<file path="src/hw/rtl/multi_channel_servo_pwm_assert.svh">
// Assertion macros for the servo PWM block.
`ifndef MULTI_CHANNEL_SERVO_PWM_ASSERT_SVH
`define MULTI_CHANNEL_SERVO_PWM_ASSERT_SVH

// Same-cycle implication, checked outside reset.
`define MCSP_ASSERT_NOW(lbl, ante, cons) \
    lbl: assert property (@(posedge i_clk) disable iff (!i_rst_n) (ante) |-> (cons)) \
        else $error("servo pwm assertion failed");

// Next-cycle implication, checked outside reset.
`define MCSP_ASSERT_NEXT(lbl, ante, cons) \
    lbl: assert property (@(posedge i_clk) disable iff (!i_rst_n) (ante) |=> (cons)) \
        else $error("servo pwm assertion failed");

`endif

</file>
<file path="src/hw/rtl/mcsp_pkg.sv">
// Shared types and constants for the servo PWM block.
package mcsp_pkg;

    localparam int NUM_SLOTS  = 4;
    localparam int DUTY_W     = 12;
    localparam int CNT_W      = 16;
    localparam int PULSE_W    = 16;
    localparam int LIMIT_W    = 12;
    localparam int CFG_IDX_W  = 2;
    localparam int CFG_DATA_W = 16;

    localparam logic [1:0] CMD_TICK    = 2'd0;
    localparam logic [1:0] CMD_WRITE   = 2'd1;
    localparam logic [1:0] CMD_ENABLE  = 2'd2;
    localparam logic [1:0] CMD_DISABLE = 2'd3;

    localparam logic [CFG_IDX_W-1:0] REG_PERIOD    = 2'd0;
    localparam logic [CFG_IDX_W-1:0] REG_MIN_PULSE = 2'd1;
    localparam logic [CFG_IDX_W-1:0] REG_MAX_PULSE = 2'd2;

    localparam logic [CNT_W-1:0]   RST_PERIOD    = 16'd2222;
    localparam logic [LIMIT_W-1:0] RST_MIN_PULSE = 12'd400;
    localparam logic [LIMIT_W-1:0] RST_MAX_PULSE = 12'd2100;

    typedef struct packed {
        logic [1:0]         cmd;
        logic [1:0]         channel;
        logic [PULSE_W-1:0] pulse_us;
    } t_in_item;

    typedef struct packed {
        logic [NUM_SLOTS-1:0] pin_levels;
        logic [15:0]          readback_us;
    } t_out_item;

    typedef struct packed {
        logic [LIMIT_W-1:0] min_us;
        logic [LIMIT_W-1:0] max_us;
    } t_clamp_cfg;

endpackage

</file>
<file path="src/hw/rtl/multi_channel_servo_pwm.sv">
// Top level of the four-channel servo PWM generator.
// Takes one item per clock while the input is not stalled and returns one result per
// item; the input, state-update and readback registers form a three-deep pipeline,
// and the frame counter, duty, enable and pin state are all updated as an item moves
// into the middle stage. Readback is the stored duty times TICK_US, saturated at 65535.
// Configuration ready is always high; write registers only while no item is in flight.
// No clearing pass after reset.
module multi_channel_servo_pwm #(
    parameter int TICK_US  = 9,
    parameter int CHANNELS = 4
) (
    input  logic                               i_clk,
    input  logic                               i_rst_n,
    input  logic                               i_in_valid,
    output logic                               o_in_stall,
    input  mcsp_pkg::t_in_item                 i_in_item,
    output logic                               o_out_valid,
    input  logic                               i_out_stall,
    output mcsp_pkg::t_out_item                o_out_item,
    input  logic                               i_cfg_valid,
    output logic                               o_cfg_ready,
    input  logic [mcsp_pkg::CFG_IDX_W-1:0]     i_cfg_index,
    input  logic [mcsp_pkg::CFG_DATA_W-1:0]    i_cfg_data
);

    localparam int NS    = mcsp_pkg::NUM_SLOTS;
    localparam int DW    = mcsp_pkg::DUTY_W;
    localparam int CW    = mcsp_pkg::CNT_W;
    localparam int TickW = $clog2(TICK_US + 1);
    localparam int RbW   = DW + TickW;

    logic [CW-1:0]          r_period;
    mcsp_pkg::t_clamp_cfg   r_limits;

    logic [CW-1:0]          r_cnt,   n_cnt;
    logic [DW-1:0]          r_duty   [NS];
    logic [DW-1:0]          n_duty   [NS];
    logic [NS-1:0]          r_en,    n_en;
    logic [NS-1:0]          r_pin,   n_pin;

    logic                   r_in_valid, r_mid_valid, r_out_valid;
    mcsp_pkg::t_in_item     r_in;
    logic [NS-1:0]          r_mid_pins;
    logic [DW-1:0]          r_mid_duty, n_mid_duty;
    mcsp_pkg::t_out_item    r_out;

    logic                   a_go, b_go, in_xfer;
    logic                   ch_valid;
    logic [CW-1:0]          cnt_base;
    logic [DW-1:0]          conv_duty;
    logic [RbW-1:0]         rb_prod;
    logic [15:0]            rb_sat;

    assign b_go       = r_mid_valid && (!r_out_valid || !i_out_stall);
    assign a_go       = r_in_valid && (!r_mid_valid || b_go);
    assign o_in_stall = r_in_valid && !a_go;
    assign in_xfer    = i_in_valid && !o_in_stall;
    assign o_cfg_ready = 1'b1;
    assign o_out_valid = r_out_valid;
    assign o_out_item  = r_out;

    assign ch_valid = int'(r_in.channel) < CHANNELS;
    assign cnt_base = (r_cnt >= r_period) ? '0 : r_cnt;

    mcsp_pulse_conv #(
        .TICK_US (TICK_US)
    ) u_conv (
        .i_pulse_us (r_in.pulse_us),
        .i_limits   (r_limits),
        .o_duty     (conv_duty)
    );

    always_comb begin
        n_cnt  = r_cnt;
        n_duty = r_duty;
        n_en   = r_en;
        n_pin  = r_pin;
        if (a_go) begin
            unique case (r_in.cmd)
                mcsp_pkg::CMD_TICK: begin
                    for (int i = 0; i < NS; i++) begin
                        if (r_duty[i] != '0) begin
                            n_pin[i] = cnt_base < CW'(r_duty[i]);
                        end
                    end
                    n_cnt = cnt_base + CW'(1);
                end
                mcsp_pkg::CMD_WRITE: begin
                    if (ch_valid && r_en[r_in.channel]) begin
                        n_duty[r_in.channel] = conv_duty;
                    end
                end
                mcsp_pkg::CMD_ENABLE: begin
                    if (ch_valid) begin
                        n_en[r_in.channel] = 1'b1;
                    end
                end
                mcsp_pkg::CMD_DISABLE: begin
                    if (ch_valid) begin
                        n_en[r_in.channel]   = 1'b0;
                        n_duty[r_in.channel] = '0;
                        n_pin[r_in.channel]  = 1'b0;
                    end
                end
                default: begin
                end
            endcase
        end
        n_mid_duty = ch_valid ? n_duty[r_in.channel] : '0;
    end

    assign rb_prod = RbW'(r_mid_duty) * RbW'(TICK_US);
    assign rb_sat  = (32'(rb_prod) > 32'hFFFF) ? 16'hFFFF : 16'(rb_prod);

    always_ff @(posedge i_clk) begin
        if (!i_rst_n) begin
            r_period    <= mcsp_pkg::RST_PERIOD;
            r_limits    <= '{min_us: mcsp_pkg::RST_MIN_PULSE,
                             max_us: mcsp_pkg::RST_MAX_PULSE};
            r_cnt       <= '0;
            r_en        <= '0;
            r_pin       <= '0;
            r_in_valid  <= 1'b0;
            r_mid_valid <= 1'b0;
            r_out_valid <= 1'b0;
            for (int i = 0; i < NS; i++) begin
                r_duty[i] <= '0;
            end
        end else begin
            if (i_cfg_valid && o_cfg_ready) begin
                unique case (i_cfg_index)
                    mcsp_pkg::REG_PERIOD:    r_period <= i_cfg_data;
                    mcsp_pkg::REG_MIN_PULSE:
                        r_limits.min_us <= i_cfg_data[mcsp_pkg::LIMIT_W-1:0];
                    mcsp_pkg::REG_MAX_PULSE:
                        r_limits.max_us <= i_cfg_data[mcsp_pkg::LIMIT_W-1:0];
                    default: begin
                    end
                endcase
            end
            r_cnt  <= n_cnt;
            r_duty <= n_duty;
            r_en   <= n_en;
            r_pin  <= n_pin;

            if (in_xfer) begin
                r_in_valid <= 1'b1;
            end else if (a_go) begin
                r_in_valid <= 1'b0;
            end
            if (a_go) begin
                r_mid_valid <= 1'b1;
            end else if (b_go) begin
                r_mid_valid <= 1'b0;
            end
            if (b_go) begin
                r_out_valid <= 1'b1;
            end else if (!i_out_stall) begin
                r_out_valid <= 1'b0;
            end
        end
    end

    always_ff @(posedge i_clk) begin
        if (in_xfer) begin
            r_in <= i_in_item;
        end
        if (a_go) begin
            r_mid_pins <= n_pin;
            r_mid_duty <= n_mid_duty;
        end
        if (b_go) begin
            r_out.pin_levels  <= r_mid_pins;
            r_out.readback_us <= rb_sat;
        end
    end

`include "multi_channel_servo_pwm_assert.svh"

    `MCSP_ASSERT_NEXT(a_tick_cnt_nonzero, a_go && r_in.cmd == mcsp_pkg::CMD_TICK, r_cnt != '0)
    `MCSP_ASSERT_NEXT(a_disable_clears,
        a_go && r_in.cmd == mcsp_pkg::CMD_DISABLE && ch_valid,
        r_duty[$past(r_in.channel)] == '0 && !r_en[$past(r_in.channel)])
    `MCSP_ASSERT_NEXT(a_enable_sets,
        a_go && r_in.cmd == mcsp_pkg::CMD_ENABLE && ch_valid, r_en[$past(r_in.channel)])
    `MCSP_ASSERT_NOW(a_stall_only_when_full, o_in_stall, r_in_valid && r_mid_valid)

endmodule

</file>
<file path="src/hw/rtl/mcsp_pulse_conv.sv">
// Pulse clamp and conversion from microseconds to duty ticks.
module mcsp_pulse_conv #(
    parameter int TICK_US = 9
) (
    input  logic [mcsp_pkg::PULSE_W-1:0] i_pulse_us,
    input  mcsp_pkg::t_clamp_cfg         i_limits,
    output logic [mcsp_pkg::DUTY_W-1:0]  o_duty
);

    localparam int TickW      = $clog2(TICK_US + 1);
    localparam int RecipShift = mcsp_pkg::DUTY_W + TickW + 1;
    localparam int RecipW     = RecipShift + 1;
    localparam int ProdW      = mcsp_pkg::DUTY_W + RecipW;
    localparam logic [RecipW-1:0] Recip =
        RecipW'(((64'd1 << RecipShift) + 64'(TICK_US) - 64'd1) / 64'(TICK_US));

    logic [mcsp_pkg::DUTY_W-1:0] clamped;
    logic [ProdW-1:0]            prod;

    always_comb begin
        // upper bound is tested first, so with crossed bounds a pulse above max gives max and any other gives min
        priority if (i_pulse_us > mcsp_pkg::PULSE_W'(i_limits.max_us)) begin
            clamped = i_limits.max_us;
        end else if (i_pulse_us < mcsp_pkg::PULSE_W'(i_limits.min_us)) begin
            clamped = i_limits.min_us;
        end else begin
            clamped = i_pulse_us[mcsp_pkg::DUTY_W-1:0];
        end
    end

    assign prod   = ProdW'(clamped) * ProdW'(Recip);
    assign o_duty = prod[RecipShift +: mcsp_pkg::DUTY_W];

endmodule
</file>
<file path="config.mk">
export PLATFORM = sky130hd
export DESIGN_NAME = multi_channel_servo_pwm
export DESIGN_NICKNAME = d
export VERILOG_FILES = /design/src/hw/rtl/mcsp_pkg.sv /design/src/hw/rtl/multi_channel_servo_pwm.sv /design/src/hw/rtl/mcsp_pulse_conv.sv
export VERILOG_INCLUDE_DIRS = /design/src /design/src/hw/rtl
export SDC_FILE = /design/constraint.sdc
export NUM_CORES = 1
export LEC_CHECK = 0
export ABC_AREA = 1
export BUFFER_PORTS_ARGS = -buffer_cell sky130_fd_sc_hd__buf_4
export CORE_ASPECT_RATIO = 1.25
export CORE_MARGIN = 5
export CORE_UTILIZATION = 48
export DETAILED_ROUTE_END_ITERATION = 7
export PLACE_DENSITY = 0.64
export SLEW_MARGIN = 10
export SYNTH_ARGS = -nofsm -noshare
export SYNTH_HDL_FRONTEND = slang
export SYNTH_SLANG_ARGS = --single-unit
export TNS_END_PERCENT = 30
</file>
<file path="constraint.sdc">
create_clock -name i_clk -period 7.7 [get_ports i_clk]
set_input_delay 2.31 -clock i_clk [delete_from_list [all_inputs] [get_ports i_clk]]
set_output_delay 2.31 -clock i_clk [all_outputs]
set_load 0.01 [all_outputs]
</file>
==> out/qor.yml <==
status: "finished clean"
antennaDiodeCount: 0
ys_types: 53
startpoint: "r_in[9]"
place_congestion: 0.9137
placementRows: 65
path_class: "flop to flop"
cp-start-kind: "flop"
ys_warn_count: 0
antenna_left: 0
syn_nets: 1835
cp.arrival_ps: 7150
synth.area.top_cells: "dfxtp_1 (19%), ha_1 (18%), edfxtp_1 (14%)"
cts.sinks: 171
wl_met3_mm: 1.746
syn_avg_cell_area_um2: 7.768
fmax_ghz: 0.1435
yosysTopAreaCellShare_pct: 18.69
yosysTopAreaCell: "dfxtp_1"
p_per_area_nw_per_um2: 227.5
cts_resized: 0
cp.required_ps: 7880
grt_overflow_total: 0
max_stage_delay_ps: 530
p_int_mw: 1.921
period_minus_slack_ps: 6967
drv_slew: 0
placed_area_um2: 13160
hold_viol_final: 0
h-tree-depth: 4
hold_ws_ps: 421.0
drv_cap: 0
die_width_um: 153.3
combPwrFrac_pct: 39.6
netSwitchingFraction_pct: 38.74
relSlewSlack_pct: 20.66
clk_pin_slew_ps: 70
nets: 1897
area_growth_pct: 11.89
grt_pass1_vias: 10460
hp-class: "flop to flop"
grt_pass1_wl_mm: 52.91
wl_per_cell_um: 16.38
start_util_pct: 48.71
async_reset_ff_share_pct: 0
numCtsBuffers: 17
p_clk_share_pct: 29.5
fin_area_um2: 13780
grtUsageTotal_pct: 22.51
peakVddDrop_uv: 152.8
num-fill-cells: 2417
root_buffer: "clkbuf_16"
wl_met2_mm: 15.72
power_switching_mw: 1.215
p_leak_nw: 6.407
cts_tree: "done"
vias_per_cell: 5.382
worst_slew_pin_slew_ps: 1189
antenna_found_initial: 0
drt-initial-drc-count: 780
cp-end-kind: "flop"
cts_setup_buffers: 0
layout-drive-gt1-share_pct: 8.308
ys_seq_area_share_pct: 32.34
clockBufferDepth: 2
vias: 10740
rsz0062_at_grt: "false"
synth_edf_count: 56
synth_seq_cells: 171
ys.flop_type: "dfxtp_1"
finalPower_mw: 3.135
r2r-start: "r_in[9]"
wl_met1_mm: 14.26
fp.dieH_um: 189.1
holdBufCountCts: 0
wl_mm: 32.69
period_share_pct: 90.48
finalSetupTns_ps: 0
fin_skew_ps: 11.49
critPathBufInv: 4
crit_family: "adder cells"
topRoutingLayerUsed: "met4"
synth_area_um2: 12320
hpwl_mm: 25.83
port-buffer-count: 64
seqPwrFrac_pct: 30.9
drt-pass1-iter-count: 5
clkLatencyLatePin_ps: 440
cpMaxStageDelayCell: "a21oi_1"
io_pins: 66
drc: 0
core_area_um2: 25290
hold_start: "r_mid_pins[1]"
crit_fanout: 18
grt_max_degree: 59
postSynthCellCount: 1586
die_area_um2: 28990
setup_viol: 0
==> synth_stat cells (6+ instances only) <==
cell      number
o21ai_1       19
o211ai_1      19
xnor2_1        8
a21o_1         6
dfxtp_1      115
xor2_1        15
fa_1          25
edfxtp_1      56
nand4_1       12
nand2_2       11
nand3_1       43
a21oi_1      159
nand2_1      346
clkbuf_1      22
ha_1         181
nor3_1        20
o21ai_0       97
nor4_1        14
o21bai_1       8
nor2_1       109
inv_1        230
==> placed cells by master, fill, tap and decap left out, drive strengths merged, types with 5 or more instances in the layout <==
cell / instances
o211ai: 19
nand2: 361
nand4: 12
xnor2: 9
inv: 235
clkbuf: 18
o22ai: 5
nor4: 14
o21bai: 8
o21ai: 116
nand3: 47
edfxtp: 56
and2: 5
clkinv: 7
fa: 25
nor2: 113
xor2: 16
a21oi: 159
a21o: 6
buf: 73
dfxtp: 115
a211oi: 5
nor3: 23
ha: 181
==> metal layers <==
metal | vias up | global-route usage [%]
met2 | 311 | 39.13
met1 | 4964 | 28.26
met5 | - | 0
met4 | 0 | 7.988
li1 | 5405 | -
met3 | 63 | 3.704
==> layout make-up <==
type                    instances  area (µm²)  area share, %
flip-flops and latches        171        3984          28.90
well taps                     335       419.2          3.041
clock buffers                  18       429.2          3.113
repair buffers                 73       548.0          3.976
multi-input cells            1149        7321          53.11
clock inverters                14       192.7          1.398
inverters                     236       890.9          6.463
==> stage by stage <==
step / utilization, % / setup WS [ps] / cells
2_1_floorplan: - / 1435 / 1586
3_3_place_gp: 52.04 / 882.5 / 1964
3_5_place_dp: 52.04 / 790.7 / 1964
4_1_cts: 54.50 / 755.3 / 1996
5_1_grt: 54.50 / 228.9 / 1996
6_report: 54.50 / 732.9 / 1996
==> power by group through the flow <==
stage	registers (mW)	logic [mW]	clock network, mW
2_1_floorplan	0.988	0.893	0
3_3_place_gp	0.990	1.24	0
3_5_place_dp	0.990	1.23	0
4_1_cts	0.970	1.25	0.941
5_1_grt	0.973	1.40	0.971
6_report	0.970	1.24	0.924
==> kinds of logic after synthesis <==
logic type	Yosys count	synth area share [%]
buffers and inverters	266	8.288
other	1	0.03044
XOR/XNOR	25	1.899
flip-flops	171	32.34
AND/OR/NAND/NOR	580	20.01
adder cells (fa/ha/maj)	207	22.53
AO/OA/AOI/OAI	336	14.91
==> final timing paths <==
path | depth (start not counted) | end | slack (ps)
max | 28 | r_mid_duty[0] | 730
min | 0 | o_out_item[17] | 420
max reg2reg | 28 | r_mid_duty[0] | 730
min reg2reg | 0 | o_out_item[17] | 420
==> registers in the layout, indices dropped and copies added, names as in the netlist, 4 cells and up, named ones only <==
signal	count
r_duty	48
r_period	16
r_cnt	16
r_pin	4
r_mid_pins	4
o_out_item	20
r_limits	24
r_in	20
r_mid_duty	12
(Power assumes the default switching activity.)
